## config.mk

```make
export PLATFORM = sky130hd
export DESIGN_NAME = serial_motor_command_interpreter_flat
export DESIGN_NICKNAME = d
export VERILOG_FILES = /design/src/rtl/smci_pkg.sv /design/src/rtl/smci_if.sv /design/src/rtl/serial_motor_command_interpreter.sv /design/src/rtl/smci_dp.sv /design/src/rtl/smci_ctrl.sv /design/src/flat_wrapper.sv
export SDC_FILE = /design/constraint.sdc
export NUM_CORES = 1
export LEC_CHECK = 0
export BUFFER_PORTS_ARGS = -buffer_cell sky130_fd_sc_hd__buf_4
export CAP_MARGIN = 40
export CELL_PAD_IN_SITES_DETAIL_PLACEMENT = 1
export CELL_PAD_IN_SITES_GLOBAL_PLACEMENT = 2
export CORE_UTILIZATION = 40
export CTS_CLUSTER_SIZE = 25
export DETAILED_ROUTE_END_ITERATION = 12
export PLACE_DENSITY = 0.8
export SLEW_MARGIN = 40
export SYNTH_ARGS = -nofsm -noshare
export SYNTH_HDL_FRONTEND = slang
export SYNTH_HIERARCHICAL = 1
export SYNTH_SLANG_ARGS = --single-unit
```

## constraint.sdc

```tcl
create_clock -name clk_i -period 8.9 [get_ports clk_i]
set_input_delay 0 -clock clk_i [delete_from_list [all_inputs] [get_ports clk_i]]
set_output_delay 0 -clock clk_i [all_outputs]
set_load 0.005 [all_outputs]
```

## src/rtl/smci_pkg.sv

```systemverilog
// shared types, constants and helper functions of the motor command interpreter
package smci_pkg;

  // default line buffer depth
  localparam int unsigned LINE_DEPTH_DEF = 32;

  // console control characters
  localparam logic [7:0] CHAR_CR    = 8'h0D;
  localparam logic [7:0] CHAR_LF    = 8'h0A;
  localparam logic [7:0] CHAR_BS    = 8'h08;
  localparam logic [7:0] CHAR_SPACE = 8'h20;
  localparam logic [7:0] CHAR_TAB   = 8'h09;
  localparam logic [7:0] CHAR_CR_HI = 8'h0D;
  localparam logic [7:0] CHAR_PLUS  = 8'h2B;
  localparam logic [7:0] CHAR_MINUS = 8'h2D;
  localparam logic [7:0] CHAR_ZERO  = 8'h30;
  localparam logic [7:0] CHAR_NINE  = 8'h39;

  // motor link frame bytes
  localparam logic [7:0] FRM_SYNC     = 8'h01;
  localparam logic [7:0] FRM_CMD_MODE = 8'hA0;
  localparam logic [7:0] FRM_CMD_DATA = 8'h64;
  localparam logic [7:0] FRM_MODE_VEL = 8'h02;
  localparam logic [7:0] FRM_MODE_POS = 8'h03;
  localparam logic [3:0] FRM_LAST_IDX = 4'd9;
  localparam logic [7:0] CRC_POLY     = 8'h8C;
  localparam logic [15:0] ANGLE_SCALE = 16'd91;

  // console text: crlf + error, syntax error, backspace erase
  localparam int unsigned TEXT_LEN = 44;
  localparam logic [8*TEXT_LEN-1:0] TEXT_ROM =
    "\015\012command error.\015\012command syntax error.\015\012\010 \010";
  localparam logic [5:0] TXT_CRLF_END  = 6'd1;
  localparam logic [5:0] TXT_ERR_END   = 6'd17;
  localparam logic [5:0] TXT_SYN_START = 6'd18;
  localparam logic [5:0] TXT_SYN_END   = 6'd40;
  localparam logic [5:0] TXT_BS_START  = 6'd41;
  localparam logic [5:0] TXT_BS_END    = 6'd43;
  localparam logic [2:0] SCAN_LAST     = 3'd5;

  // command prefixes
  typedef enum logic [1:0] {
    PAT_VEL,
    PAT_ANGLE,
    PAT_STOP
  } pat_e;

  typedef enum logic [2:0] {
    IDX_HOLD,
    IDX_ZERO,
    IDX_FOUR,
    IDX_SIX,
    IDX_INC
  } idx_op_e;

  typedef enum logic [2:0] {
    VAL_HOLD,
    VAL_CLR,
    VAL_DIG,
    VAL_NEG,
    VAL_MUL
  } val_op_e;

  typedef enum logic [1:0] {
    SRC_CHAR,
    SRC_TEXT,
    SRC_FRAME
  } src_e;

  // controller to datapath
  typedef struct packed {
    logic      store;
    logic      len_dec;
    logic      len_clr;
    idx_op_e   idx_op;
    logic      match_init;
    logic      match_step;
    val_op_e   val_op;
    logic      sign_set;
    logic      push;
    src_e      src;
    logic [5:0] txt_idx;
    logic [3:0] frm_idx;
    logic      frm_mode;
    logic      frm_angle;
    logic      last;
  } cmd_t;

  // datapath to controller
  typedef struct packed {
    logic full;
    logic len_zero;
    logic rx_cr;
    logic rx_bs;
    logic rx_lf;
    logic idx_lt_len;
    logic is_space;
    logic is_sign;
    logic is_digit;
    logic vel_ok;
    logic ang_ok;
    logic stop_ok;
    logic push_ok;
  } status_t;

  function automatic logic [7:0] text_byte(input logic [5:0] i);
    return TEXT_ROM[(TEXT_LEN - 1 - int'(i)) * 8 +: 8];
  endfunction

  function automatic logic [7:0] pat_byte(input pat_e p, input logic [2:0] i);
    logic [7:0] b;
    b = 8'h00;
    case (p)
      PAT_VEL: begin
        case (i)
          3'd0: b = "v";
          3'd1: b = "e";
          3'd2: b = "l";
          3'd3: b = ":";
          default: b = 8'h00;
        endcase
      end
      PAT_ANGLE: begin
        case (i)
          3'd0: b = "a";
          3'd1: b = "n";
          3'd2: b = "g";
          3'd3: b = "l";
          3'd4: b = "e";
          3'd5: b = ":";
          default: b = 8'h00;
        endcase
      end
      PAT_STOP: begin
        case (i)
          3'd0: b = "s";
          3'd1: b = "t";
          3'd2: b = "o";
          3'd3: b = "p";
          default: b = 8'h00;
        endcase
      end
      default: b = 8'h00;
    endcase
    return b;
  endfunction

  // one byte of crc-8 reflected, poly 0x31
  function automatic logic [7:0] crc_upd(input logic [7:0] crc, input logic [7:0] b);
    logic [7:0] c;
    c = crc ^ b;
    for (int k = 0; k < 8; k++) begin
      c = c[0] ? ((c >> 1) ^ CRC_POLY) : (c >> 1);
    end
    return c;
  endfunction

endpackage

```

## src/rtl/smci_if.sv

```systemverilog
// item channels: received characters in, transmit bytes out
interface smci_rx_if;
  logic       valid;
  logic       ready;
  logic [7:0] rx_char;
  modport source (output valid, output rx_char, input ready);
  modport sink (input valid, input rx_char, output ready);
endinterface

interface smci_tx_if;
  logic       valid;
  logic       ready;
  logic       port;
  logic [7:0] out_byte;
  logic       last;
  modport source (output valid, output port, output out_byte, output last, input ready);
  modport sink (input valid, input port, input out_byte, input last, output ready);
endinterface

```

## src/rtl/serial_motor_command_interpreter.sv

```systemverilog
// top level of the serial motor command interpreter
//
//   channel  dir  payload                       use
//   rx_i     in   rx_char[7:0]                  console character
//   tx_o     out  port, out_byte[7:0], last     console or motor link byte
//
// a carriage return scans 6 line bytes through the line memory read port,
// parses the number bytes, then sends one byte per cycle while tx_o is
// ready (up to 25 bytes). reset clears the line length, the output valid
// flag and the controller state; the line memory needs no clearing.
// a stalled tx_o holds the controller; rx_i is ready only when idle.
module serial_motor_command_interpreter #(
  parameter int unsigned LINE_DEPTH = smci_pkg::LINE_DEPTH_DEF
) (
  input  logic      clk_i,
  input  logic      rst_ni,
  smci_rx_if.sink   rx_i,
  smci_tx_if.source tx_o
);
  import smci_pkg::*;

  cmd_t    cmd;
  status_t status;
  logic    in_ready;

  assign rx_i.ready = in_ready;

  smci_ctrl u_ctrl (
    .clk_i      (clk_i),
    .rst_ni     (rst_ni),
    .in_valid_i (rx_i.valid),
    .in_ready_o (in_ready),
    .status_i   (status),
    .cmd_o      (cmd)
  );

  smci_dp #(
    .LINE_DEPTH (LINE_DEPTH)
  ) u_dp (
    .clk_i     (clk_i),
    .rst_ni    (rst_ni),
    .rx_char_i (rx_i.valid ? rx_i.rx_char : 8'h00),
    .cmd_i     (cmd),
    .status_o  (status),
    .tx_o      (tx_o)
  );

  // a character is stored only below the full mark
  a_store_not_full: assert property (@(posedge clk_i) disable iff (!rst_ni)
    cmd.store |-> !status.full) else $error("store into full line");

  // backspace never underflows the length
  a_dec_not_empty: assert property (@(posedge clk_i) disable iff (!rst_ni)
    cmd.len_dec |-> !status.len_zero) else $error("length underflow");

  // no result is produced while new items are taken
  a_push_busy: assert property (@(posedge clk_i) disable iff (!rst_ni)
    cmd.push |-> !in_ready) else $error("push while idle");

  // the final result of an item returns the block to idle
  a_last_idle: assert property (@(posedge clk_i) disable iff (!rst_ni)
    (cmd.push && status.push_ok && cmd.last) |=> in_ready) else $error("no idle after last");

endmodule

```

## src/rtl/smci_dp.sv

```systemverilog
// datapath: line memory, length, matcher, number parser, crc and output register
module smci_dp #(
  parameter int unsigned LINE_DEPTH = smci_pkg::LINE_DEPTH_DEF
) (
  input  logic                clk_i,
  input  logic                rst_ni,
  input  logic [7:0]          rx_char_i,
  input  smci_pkg::cmd_t      cmd_i,
  output smci_pkg::status_t   status_o,
  smci_tx_if.source           tx_o
);
  import smci_pkg::*;

  localparam int unsigned IDX_W = $clog2(LINE_DEPTH);

  logic [7:0]       mem [LINE_DEPTH];
  logic [7:0]       rd_q;
  logic [7:0]       char_q;
  logic [IDX_W-1:0] len_q, len_d;
  logic [IDX_W-1:0] idx_q, idx_d;
  logic [15:0]      val_q, val_d;
  logic             neg_q;
  logic             vel_q, ang_q, stop_q;
  logic [7:0]       crc_q;
  logic             out_valid_q;
  logic             port_q;
  logic [7:0]       byte_q;
  logic             last_q;
  logic             push_ok;
  logic             idx_lt_len;
  logic [7:0]       push_byte;
  logic             push_port;
  logic [2:0]       idx3;

  assign idx3       = idx_q[2:0];
  assign idx_lt_len = idx_q < len_q;
  assign push_ok    = !out_valid_q || tx_o.ready;

  // status toward the controller
  always_comb begin
    status_o.full       = len_q == IDX_W'(LINE_DEPTH - 1);
    status_o.len_zero   = len_q == '0;
    status_o.rx_cr      = rx_char_i == CHAR_CR;
    status_o.rx_bs      = rx_char_i == CHAR_BS;
    status_o.rx_lf      = rx_char_i == CHAR_LF;
    status_o.idx_lt_len = idx_lt_len;
    status_o.is_space   = (rd_q == CHAR_SPACE) || (rd_q >= CHAR_TAB && rd_q <= CHAR_CR_HI);
    status_o.is_sign    = (rd_q == CHAR_PLUS) || (rd_q == CHAR_MINUS);
    status_o.is_digit   = rd_q >= CHAR_ZERO && rd_q <= CHAR_NINE;
    status_o.vel_ok     = vel_q;
    status_o.ang_ok     = ang_q;
    status_o.stop_ok    = stop_q;
    status_o.push_ok    = push_ok;
  end

  // line length
  always_comb begin
    len_d = len_q;
    if (cmd_i.len_clr) begin
      len_d = '0;
    end else if (cmd_i.store) begin
      len_d = len_q + 1'b1;
    end else if (cmd_i.len_dec) begin
      len_d = len_q - 1'b1;
    end
  end

  // scan and parse index
  always_comb begin
    case (cmd_i.idx_op)
      IDX_ZERO: idx_d = '0;
      IDX_FOUR: idx_d = IDX_W'(4);
      IDX_SIX:  idx_d = IDX_W'(6);
      IDX_INC:  idx_d = idx_q + 1'b1;
      default:  idx_d = idx_q;
    endcase
  end

  // parsed value
  always_comb begin
    case (cmd_i.val_op)
      VAL_CLR: val_d = '0;
      VAL_DIG: val_d = (val_q << 3) + (val_q << 1) + {12'd0, rd_q[3:0]};
      VAL_NEG: val_d = neg_q ? (16'd0 - val_q) : val_q;
      VAL_MUL: val_d = 16'(val_q * ANGLE_SCALE);
      default: val_d = val_q;
    endcase
  end

  // byte selection for the next result item
  always_comb begin
    push_byte = 8'h00;
    push_port = 1'b0;
    case (cmd_i.src)
      SRC_CHAR: push_byte = char_q;
      SRC_TEXT: push_byte = text_byte(cmd_i.txt_idx);
      SRC_FRAME: begin
        push_port = 1'b1;
        case (cmd_i.frm_idx)
          4'd0: push_byte = FRM_SYNC;
          4'd1: push_byte = cmd_i.frm_mode ? FRM_CMD_MODE : FRM_CMD_DATA;
          4'd2: push_byte = cmd_i.frm_mode ? 8'h00 : val_q[15:8];
          4'd3: push_byte = cmd_i.frm_mode ? 8'h00 : val_q[7:0];
          FRM_LAST_IDX: begin
            if (cmd_i.frm_mode) begin
              push_byte = cmd_i.frm_angle ? FRM_MODE_POS : FRM_MODE_VEL;
            end else begin
              push_byte = crc_q;
            end
          end
          default: push_byte = 8'h00;
        endcase
      end
      default: push_byte = 8'h00;
    endcase
  end

  // control registers
  always_ff @(posedge clk_i or negedge rst_ni) begin
    if (!rst_ni) begin
      len_q       <= '0;
      out_valid_q <= 1'b0;
    end else begin
      len_q <= len_d;
      if (cmd_i.push && push_ok) begin
        out_valid_q <= 1'b1;
      end else if (tx_o.ready) begin
        out_valid_q <= 1'b0;
      end
    end
  end

  // line memory, registered read
  always_ff @(posedge clk_i) begin
    if (cmd_i.store) begin
      mem[len_q] <= rx_char_i;
    end
    rd_q <= mem[idx_q];
  end

  // working registers and output payload
  always_ff @(posedge clk_i) begin
    idx_q <= idx_d;
    val_q <= val_d;
    if (cmd_i.store) begin
      char_q <= rx_char_i;
    end
    if (cmd_i.val_op == VAL_CLR) begin
      neg_q <= 1'b0;
    end else if (cmd_i.sign_set) begin
      neg_q <= rd_q == CHAR_MINUS;
    end
    if (cmd_i.match_init) begin
      vel_q  <= 1'b1;
      ang_q  <= 1'b1;
      stop_q <= 1'b1;
    end else if (cmd_i.match_step) begin
      vel_q  <= vel_q && ((idx3 >= 3'd4) || (idx_lt_len && rd_q == pat_byte(PAT_VEL, idx3)));
      ang_q  <= ang_q && (idx_lt_len && rd_q == pat_byte(PAT_ANGLE, idx3));
      stop_q <= stop_q && ((idx3 >= 3'd4) || (idx_lt_len && rd_q == pat_byte(PAT_STOP, idx3)));
    end
    if (cmd_i.push && push_ok) begin
      port_q <= push_port;
      byte_q <= push_byte;
      last_q <= cmd_i.last;
      if (cmd_i.src == SRC_FRAME && cmd_i.frm_idx != FRM_LAST_IDX) begin
        crc_q <= crc_upd((cmd_i.frm_idx == 4'd0) ? 8'h00 : crc_q, push_byte);
      end
    end
  end

  assign tx_o.valid    = out_valid_q;
  assign tx_o.port     = port_q;
  assign tx_o.out_byte = byte_q;
  assign tx_o.last     = last_q;

endmodule

```

## src/rtl/smci_ctrl.sv

```systemverilog
// controller: sequences echo, line matching, number parsing and frame output
module smci_ctrl (
  input  logic              clk_i,
  input  logic              rst_ni,
  input  logic              in_valid_i,
  output logic              in_ready_o,
  input  smci_pkg::status_t status_i,
  output smci_pkg::cmd_t    cmd_o
);
  import smci_pkg::*;

  typedef enum logic [3:0] {
    S_IDLE,
    S_CHAR,
    S_BSE,
    S_ERR,
    S_SC_RD,
    S_SC_EV,
    S_DECIDE,
    S_P_RD,
    S_P_EV,
    S_NEG,
    S_MUL,
    S_CRLF,
    S_SYN,
    S_MODE,
    S_DATA
  } state_e;

  typedef enum logic [2:0] {
    ACT_NONE,
    ACT_VEL,
    ACT_ANG,
    ACT_STOP,
    ACT_SYN
  } act_e;

  state_e     state_q, state_d;
  act_e       act_q, act_d;
  logic [5:0] t_q, t_d;
  logic [3:0] f_q, f_d;
  logic       dig_q, dig_d;

  // next state and datapath commands
  always_comb begin
    state_d    = state_q;
    act_d      = act_q;
    t_d        = t_q;
    f_d        = f_q;
    dig_d      = dig_q;
    cmd_o      = '0;
    in_ready_o = 1'b0;
    cmd_o.txt_idx   = t_q;
    cmd_o.frm_idx   = f_q;
    cmd_o.frm_angle = act_q == ACT_ANG;
    case (state_q)
      S_IDLE: begin
        in_ready_o = 1'b1;
        if (in_valid_i) begin
          if (status_i.full) begin
            cmd_o.len_clr = 1'b1;
            t_d     = '0;
            state_d = S_ERR;
          end else if (status_i.rx_cr) begin
            cmd_o.idx_op     = IDX_ZERO;
            cmd_o.match_init = 1'b1;
            t_d     = '0;
            state_d = S_SC_RD;
          end else if (status_i.rx_bs) begin
            if (!status_i.len_zero) begin
              cmd_o.len_dec = 1'b1;
              t_d     = TXT_BS_START;
              state_d = S_BSE;
            end
          end else if (!status_i.rx_lf) begin
            cmd_o.store = 1'b1;
            state_d     = S_CHAR;
          end
        end
      end
      S_CHAR: begin
        cmd_o.push = 1'b1;
        cmd_o.src  = SRC_CHAR;
        cmd_o.last = 1'b1;
        if (status_i.push_ok) begin
          state_d = S_IDLE;
        end
      end
      S_BSE, S_ERR, S_CRLF, S_SYN: begin
        cmd_o.push = 1'b1;
        cmd_o.src  = SRC_TEXT;
        if (state_q == S_CRLF) begin
          cmd_o.len_clr = 1'b1;
          cmd_o.last    = (t_q == TXT_CRLF_END) && (act_q == ACT_NONE);
        end else begin
          cmd_o.last = (t_q == TXT_BS_END) || (t_q == TXT_ERR_END && state_q == S_ERR) ||
                       (t_q == TXT_SYN_END);
        end
        if (status_i.push_ok) begin
          t_d = t_q + 6'd1;
          if (state_q == S_CRLF && t_q == TXT_CRLF_END) begin
            f_d = '0;
            case (act_q)
              ACT_SYN: begin
                t_d     = TXT_SYN_START;
                state_d = S_SYN;
              end
              ACT_VEL, ACT_ANG: state_d = S_MODE;
              ACT_STOP: state_d = S_DATA;
              default: state_d = S_IDLE;
            endcase
          end else if (cmd_o.last) begin
            state_d = S_IDLE;
          end
        end
      end
      S_SC_RD: state_d = S_SC_EV;
      S_SC_EV: begin
        cmd_o.match_step = 1'b1;
        if (t_q[2:0] == SCAN_LAST) begin
          state_d = S_DECIDE;
        end else begin
          cmd_o.idx_op = IDX_INC;
          t_d     = t_q + 6'd1;
          state_d = S_SC_RD;
        end
      end
      S_DECIDE: begin
        t_d   = '0;
        dig_d = 1'b0;
        cmd_o.val_op = VAL_CLR;
        if (status_i.vel_ok) begin
          act_d        = ACT_VEL;
          cmd_o.idx_op = IDX_FOUR;
          state_d      = S_P_RD;
        end else if (status_i.ang_ok) begin
          act_d        = ACT_ANG;
          cmd_o.idx_op = IDX_SIX;
          state_d      = S_P_RD;
        end else if (status_i.stop_ok) begin
          act_d   = ACT_STOP;
          state_d = S_CRLF;
        end else if (!status_i.len_zero) begin
          act_d   = ACT_SYN;
          state_d = S_CRLF;
        end else begin
          act_d   = ACT_NONE;
          state_d = S_CRLF;
        end
      end
      S_P_RD: state_d = S_P_EV;
      S_P_EV: begin
        state_d = S_NEG;
        if (status_i.idx_lt_len) begin
          if (!dig_q && status_i.is_space) begin
            cmd_o.idx_op = IDX_INC;
            state_d      = S_P_RD;
          end else if (!dig_q && status_i.is_sign) begin
            cmd_o.sign_set = 1'b1;
            cmd_o.idx_op   = IDX_INC;
            dig_d          = 1'b1;
            state_d        = S_P_RD;
          end else if (status_i.is_digit) begin
            cmd_o.val_op = VAL_DIG;
            cmd_o.idx_op = IDX_INC;
            dig_d        = 1'b1;
            state_d      = S_P_RD;
          end
        end
      end
      S_NEG: begin
        cmd_o.val_op = VAL_NEG;
        t_d          = '0;
        state_d      = (act_q == ACT_ANG) ? S_MUL : S_CRLF;
      end
      S_MUL: begin
        cmd_o.val_op = VAL_MUL;
        t_d          = '0;
        state_d      = S_CRLF;
      end
      S_MODE, S_DATA: begin
        cmd_o.push     = 1'b1;
        cmd_o.src      = SRC_FRAME;
        cmd_o.frm_mode = state_q == S_MODE;
        cmd_o.last     = (state_q == S_DATA) && (f_q == FRM_LAST_IDX);
        if (status_i.push_ok) begin
          f_d = f_q + 4'd1;
          if (f_q == FRM_LAST_IDX) begin
            f_d     = '0;
            state_d = (state_q == S_MODE) ? S_DATA : S_IDLE;
          end
        end
      end
      default: state_d = S_IDLE;
    endcase
  end

  // state and counters
  always_ff @(posedge clk_i or negedge rst_ni) begin
    if (!rst_ni) begin
      state_q <= S_IDLE;
      act_q   <= ACT_NONE;
      t_q     <= '0;
      f_q     <= '0;
      dig_q   <= 1'b0;
    end else begin
      state_q <= state_d;
      act_q   <= act_d;
      t_q     <= t_d;
      f_q     <= f_d;
      dig_q   <= dig_d;
    end
  end

endmodule

```

## src/flat_wrapper.sv

```systemverilog
// flat-port wrapper written by rule: the top's interface ports become plain ports
module serial_motor_command_interpreter_flat import smci_pkg::*;
#(
  parameter int unsigned LINE_DEPTH = smci_pkg::LINE_DEPTH_DEF
)
  (clk_i, rst_ni, rx_i_valid, rx_i_rx_char, rx_i_ready, tx_o_valid, tx_o_port, tx_o_out_byte, tx_o_last, tx_o_ready);
  smci_rx_if rx_i_i ();
  smci_tx_if tx_o_i ();
  input  logic clk_i;
  input  logic rst_ni;
  input wire logic [$bits(rx_i_i.valid)-1:0] rx_i_valid;
  input wire logic [$bits(rx_i_i.rx_char)-1:0] rx_i_rx_char;
  output wire logic [$bits(rx_i_i.ready)-1:0] rx_i_ready;
  output wire logic [$bits(tx_o_i.valid)-1:0] tx_o_valid;
  output wire logic [$bits(tx_o_i.port)-1:0] tx_o_port;
  output wire logic [$bits(tx_o_i.out_byte)-1:0] tx_o_out_byte;
  output wire logic [$bits(tx_o_i.last)-1:0] tx_o_last;
  input wire logic [$bits(tx_o_i.ready)-1:0] tx_o_ready;
  assign rx_i_i.valid = rx_i_valid;
  assign rx_i_i.rx_char = rx_i_rx_char;
  assign rx_i_ready = rx_i_i.ready;
  assign tx_o_valid = tx_o_i.valid;
  assign tx_o_port = tx_o_i.port;
  assign tx_o_out_byte = tx_o_i.out_byte;
  assign tx_o_last = tx_o_i.last;
  assign tx_o_i.ready = tx_o_ready;
  serial_motor_command_interpreter #(.LINE_DEPTH(LINE_DEPTH)) u_core (.clk_i(clk_i), .rst_ni(rst_ni), .rx_i(rx_i_i), .tx_o(tx_o_i));
endmodule
```

==> metrics.txt, run 1 <==
Detail Placement HPWL 33900 um; Peak VDD IR 189 uV; largest family of logic cells by synthesized area simple AND/OR/NAND/NOR gates; CP bufs+invs 4; Worst Setup End Kind flip-flop; Synth cell types 103; pwr dens 242 mW/mm2; Post-DRT Antenna Nets 0; routed vias 12185; most common cell after layout, fill and taps aside edfxtp_1; CTS clk-pin slew, worst paths 0.07 ns; first-pass GRT wire length 75700 um; row cnt 79; total power 5.06 mW; die footprint 0.0481 mm2; critical path's top delay family adder cells; vias in the first global route 12727; CP max stage cell edfxtp_1; Yosys reg bits 339; Synth Warn # 6; routability cong. 0.838; Final Net Count 1596; Critical Path AT 5.04 ns; commonest cells after routing, fill and taps aside edfxtp_1 (303), nor2_1 (110), inv_1 (105); drt pass-1 iters 5; TritonCTS clock tree done; PostCTS Resize Cnt 0; Die Width 219 um; pin count of the biggest net entering global routing 70; Syn Area/Cell 12.9 um2; die height 219 um; Fillers 4749; Starting Density 40.5%; MaxCap Viol Count 0; Startpoint Class flip-flop; critical-path cell list ha_1 > inv_1 > fa_1 > inv_1 > fa_1 > inv_1 > fa_1 > inv_1 > ha_1 > or4_1 > a21oi_1 > nor3_1 > nor2b_1 > a21oi_1 > nor2_1 > xnor2_1 > a211o_1; Post-synth EDFFs 303; WS Path Type flip-flop to flip-flop; synth-to-layout area growth 11.0%; Post-Syn Instances 1466; crit path time final 4.73 ns; CP Max Fanout 11; Max stage delay on crit path 0.59 ns; setup ws final 4.17 ns; Final Max Slew Viols 0; GRT Util Overall 20.9%; maximum clock insertion buffer count 3; upper clock frequency limit 211 MHz; I/O Buffers 23; Post-Place Cells 2049; GRT overflow 0; design area 0.0209 mm2; Setup Buffers After CTS 0; Core ar. 0.0466 mm2; # diodes 0; Hold Fails Final Rpt 0; DP Worst Slack 4.22 ns; WP data required 9.21 ns; type of the worst min-delay path input pin to flip-flop; final core occ 45.0%; most used cell, CP inv_1; Min Hold Slack 0.168 ns; fin crit share 53.1%; setup TNS 0 ns; FF/Latch Area 0.00994 mm2; xor/xnor cell area share of the yosys netlist 4.25%; complex-gate fraction of the synthesized area 9.82%; CTS Sinks 339; Ports 24; slew margin rel. 42.3%; sequential fraction of the synthesis area 52.7%; final std cells w/o fill 2120; post-synthesis simple-gate area fraction 11.0%; syn nets 1576; Vias/cell 5.75; layout cell share with drive strength beyond 1 16.2%; mapped cell area 0.0189 mm2; Worst-Skew Late Latency 0.56 ns; post-synthesis adder-cell area fraction 7.72%; Area after DPL 0.0196 mm2; TritonCTS buffer count 37; RSZ-0062 raised after global routing no; FFs w/ async S/R, synth 7.08%; drc violations 0; Setup Skew 0.0162 ns; multi-input logic area 0.00824 mm2; antenna violations before repair 0; Main synth FF type edfxtp_1; status finished clean; Post-Route WL 49500 um; Final Setup Violations 0; mux contribution to synthesized area 10.7%; starting DRC count in detailed routing 822; Clock Tree Root clkbuf_16; worst slew pin tran 0.862 ns; H-tree depth 2; Wirelength per Cell 23.3 um; Lkg Pwr 7.60 nW
## flip-flops by register name, indices dropped and copies added, names as in the netlist
signal                     flops
u_core/u_ctrl/act_q            3
u_core/u_ctrl/dig_q            1
u_core/u_ctrl/f_q              4
u_core/u_ctrl/state_q          4
u_core/u_ctrl/t_q              6
u_core/u_dp/ang_q              1
u_core/u_dp/char_q             8
u_core/u_dp/crc_q              8
u_core/u_dp/idx_q              5
u_core/u_dp/len_q              5
u_core/u_dp/mem              256
u_core/u_dp/neg_q              1
u_core/u_dp/rd_q               8
u_core/u_dp/stop_q             1
u_core/u_dp/tx_o.last          1
u_core/u_dp/tx_o.out_byte      8
u_core/u_dp/tx_o.port          1
u_core/u_dp/tx_o.valid         1
u_core/u_dp/val_q             16
u_core/u_dp/vel_q              1
## cell type report
class                           count  share of cell area, %
Clock buffer                       49                   4.99
Tap cell                          607                   3.63
Multi-Input combinational cell    954                   39.4
Sequential cell                   339                   47.5
Inverter                          107                   1.92
Timing Repair Buffer               47                   1.86
Clock inverter                     17                  0.777
## synthesized netlist by cell type (7+ instances only)
cell type	count	area [um2]
o22ai_1	16	100
o31ai_1	9	67.6
dfrtp_1	24	601
edfxtp_1	303	9100
buf_2	14	70.1
nand2_1	79	297
nand3_1	38	190
nor4_1	9	56.3
ha_1	70	876
mux2_2	15	169
o211ai_1	12	90.1
a22o_1	7	61.3
a21o_1	17	128
nor3_1	20	100
dfxtp_1	12	240
a22oi_1	12	90.1
and2_1	10	62.6
nor2_1	120	450
inv_1	105	394
nand2b_1	27	169
clkbuf_1	33	124
buf_4	10	75.1
o21ai_0	49	245
or3_1	10	62.6
fa_1	28	561
a21oi_1	58	290
xnor2_1	62	543
xor2_1	24	210
a31oi_1	9	56.3
mux4_2	80	1800
nand3b_1	10	75.1
or4_1	7	52.6
o21a_1	7	52.6
nor2b_1	21	131
## worst reg2reg max path: stages (launching register included)
cell and delay, ns:
edfxtp_1 0.59, ha_1 0.44, inv_1 0.07, fa_1 0.48
inv_1 0.05, fa_1 0.49, inv_1 0.05, fa_1 0.48
inv_1 0.04, ha_1 0.23, or4_1 0.42, a21oi_1 0.20
nor3_1 0.08, nor2b_1 0.23, a21oi_1 0.11, nor2_1 0.15
xnor2_1 0.09, a211o_1 0.29
## per-layer routing
| metal | global-route usage [%] | up-vias | wire (um) |
|---|---|---|---|
| met5 | 0 | - | 0 |
| met4 | 6.69 | 0 | 1210 |
| met1 | 27.3 | 6273 | 21500 |
| met2 | 35.6 | 266 | 24600 |
| li1 | - | 5573 | - |
| met3 | 3.37 | 73 | 2180 |
## cell families (layout without fill, tap and decap cells)
family	count (synthesis)	count (layout)
simple gates	400	400
xor+xnor	89	89
mux	100	100
flops	339	339
buf+inv	173	220
compound gates	265	265
fa+ha+maj	100	100
## path summary, 6_finish.rpt
check / startpoint / endpoint / slack (ns) / cells past startpoint
hold reg to reg: u_core/u_dp/stop_q / u_core/u_dp/stop_q / 0.52 / 1
setup / recovery: u_core/u_dp/val_q[4] / u_core/u_dp/val_q[15] / 4.17 / 17
hold / removal: rx_i_rx_char[5] / u_core/u_dp/char_q[5] / 0.17 / 3
min in group asynchronous: rst_ni / u_core/u_dp/tx_o.valid / 0.48 / 4
setup reg to reg: u_core/u_dp/val_q[4] / u_core/u_dp/val_q[15] / 4.17 / 17
max in group asynchronous: rst_ni / u_core/u_dp/len_q[2] / 8.25 / 4
## timing repair
action                                 4_1_cts  5_1_grt
hold buffers                                 5        0
setup endpoints to repair                    0        0
endpoints found under the hold margin       33        0
## power by group
| group | total, mW | switching [mW] | internal, mW |
|---|---|---|---|
| Sequential | 2.05 | 0.142 | 1.91 |
| Clock | 1.55 | 0.656 | 0.893 |
| Combinational | 1.46 | 0.855 | 0.608 |
Note: power is estimated with default switching activity, not from simulation.
==> inputs of run 2 (changes only) <==
Clock period 8.9 ns to 4.9 ns, I/O delays scaled along.
==> metrics.txt, run 2 (synthesized netlist as in run 1, its figures left out) <==
status finished clean; Die Width 219 um; worst slew pin tran 0.833 ns; maximum clock insertion buffer count 3; I/O Buffers 23; final std cells w/o fill 2135; Startpoint Class flip-flop; CP Max Fanout 6; Lkg Pwr 7.68 nW; Hold Fails Final Rpt 0; Max stage delay on crit path 0.50 ns; critical-path cell list ha_1 > inv_1 > fa_1 > inv_1 > fa_1 > inv_1 > fa_1 > inv_1 > ha_1 > or4_1 > a21oi_1 > nor3_1 > nor2b_1 > nand2b_1 > a21oi_1 > xor2_1 > o221ai_1; RSZ-0062 raised after global routing no; commonest cells after routing, fill and taps aside edfxtp_1 (303), nor2_1 (115), inv_1 (105); type of the worst min-delay path input pin to flip-flop; hold worst-path end u_core/u_dp/mem[7][7]; die height 219 um; Post-DRT Antenna Nets 0; top flop regs u_core/u_dp/mem x256, u_core/u_dp/val_q x16; Vias/cell 5.72; most used cell, CP inv_1; crit path time final 4.59 ns; Setup Skew 0.0154 ns; most common cell after layout, fill and taps aside edfxtp_1; row cnt 79; pwr dens 443 mW/mm2; GRT overflow 0; slew margin rel. 44.2%; H-tree depth 2; GRT Util Overall 20.5%; synth-to-layout area growth 11.7%; vias in the first global route 12618; Worst Setup End Kind flip-flop; Final Max Slew Viols 0; drc violations 0; Ports 24; die footprint 0.0481 mm2; Wirelength per Cell 22.8 um; CP max stage cell edfxtp_1; Worst-Skew Late Latency 0.56 ns; fin crit share 93.7%; max FFs per register 256; routability cong. 0.867; Post-Route WL 48700 um; TritonCTS clock tree done; most flop-heavy register u_core/u_dp/mem; starting DRC count in detailed routing 906; WP data required 5.19 ns; PostCTS Resize Cnt 0; worst r2r dst u_core/u_dp/val_q[13]; antenna violations before repair 0; Peak VDD IR 413 uV; setup TNS 0 ns; MaxCap Viol Count 0; Starting Density 40.5%; total power 9.33 mW; TritonCTS buffer count 37; Worst Hold Depth 3; CTS clk-pin slew, worst paths 0.07 ns; Fillers 4753; WS Path Type flip-flop to flip-flop; Worst R2R Setup Slack 0.31 ns; pin count of the biggest net entering global routing 69; Critical Path AT 4.88 ns; worst hold start rx_i_rx_char[7]; Reg2Reg Depth 17; DP Worst Slack 0.302 ns; layout cell share with drive strength beyond 1 16.7%; Detail Placement HPWL 33500 um; CTS Sinks 339; FF-to-FF Start u_core/u_dp/val_q[6]; Final Net Count 1609; setup ws final 0.310 ns; first-pass GRT wire length 74600 um; routed vias 12207; drt pass-1 iters 6; Core ar. 0.0466 mm2; Clock Tree Root clkbuf_16; Post-Place Cells 2059; # diodes 0; upper clock frequency limit 218 MHz; Final Setup Violations 0
[run 2: cell types whose count changed in the layout (fill, tap and decap cells not counted), moves of 4 or more]
cell	change
buf_4	+14
bufinv_16	+4
clkinvlp_4	+4
nor2_1	+5
nor2_2	-5
[run 2: through the flow]
step           instance area [um2]  util (%)  hold WS (ns)
3_5_place_dp                 19700      42.3       -0.0586
4_1_cts                      21000      45.2         0.150
2_1_floorplan                18900         -        -0.296
3_3_place_gp                 19700      42.3       -0.0607
6_report                     21100      45.3         0.160
5_1_grt                      21100      45.3         0.177
[run 2: worst max-delay path, delay by kind of cell, from the launching register on]
| family | cells | cell delay [ns] |
|---|---|---|
| flip-flops | 1 | 0.50 |
| AND/OR/NAND/NOR | 4 | 0.81 |
| adder cells (fa/ha/maj) | 5 | 2.06 |
| AO/OA/AOI/OAI | 3 | 0.55 |
| XOR/XNOR | 1 | 0.18 |
| buffers and inverters | 4 | 0.21 |
[run 2: where the power goes]
group          leakage, nW  internal, mW  switching (mW)
sequential            3.21          3.47           0.225
combinational         3.86          1.12            1.59
clock                0.607          1.75            1.18
total                 7.68          6.34            2.99
[run 2: cell type report]
type | instances | area [um2] | area share [%]
clock buffer | 46 | 981 | 4.65
clock inverter | 22 | 290 | 1.38
sequential | 339 | 9940 | 47.2
timing repair buffer | 60 | 474 | 2.25
tap | 607 | 759 | 3.60
inverter | 107 | 402 | 1.91
multi-input combinational | 954 | 8230 | 39.1
[run 2: routing by layer]
layer  part of all wire (%)  global-route usage, %  up-vias
li1                       -                      -     5606
met1                     44                   27.0     6259
met2                     48                   34.4      256
met3                    4.2                   3.02       86
met4                    3.3                   7.55        0
met5                      0                      0        -
[run 2: what timing repair did]
action	4_1_cts	5_1_grt
endpoints found under the hold margin	33	0
hold buffers	5	0
setup buffers	0	2
setup endpoints to repair	0	1
[run 2: how the worst max path moves through the flow]
| stage | startpoint | end | slack, ns | cells past startpoint |
|---|---|---|---|---|
| final | u_core/u_dp/val_q[6] | u_core/u_dp/val_q[13] | 0.31 | 17 |
| after global routing | u_core/u_dp/val_q[3] | u_core/u_dp/val_q[13] | 0.0006 | 17 |
| after CTS | u_core/u_dp/val_q[3] | u_core/u_dp/val_q[15] | 0.30 | 17 |
| after detailed placement | u_core/u_dp/val_q[3] | u_core/u_dp/val_q[15] | 0.30 | 17 |
| after global placement | u_core/u_dp/val_q[3] | u_core/u_dp/val_q[15] | 0.37 | 17 |
| after floorplan | u_core/u_dp/val_q[4] | u_core/u_dp/val_q[15] | 0.63 | 17 |
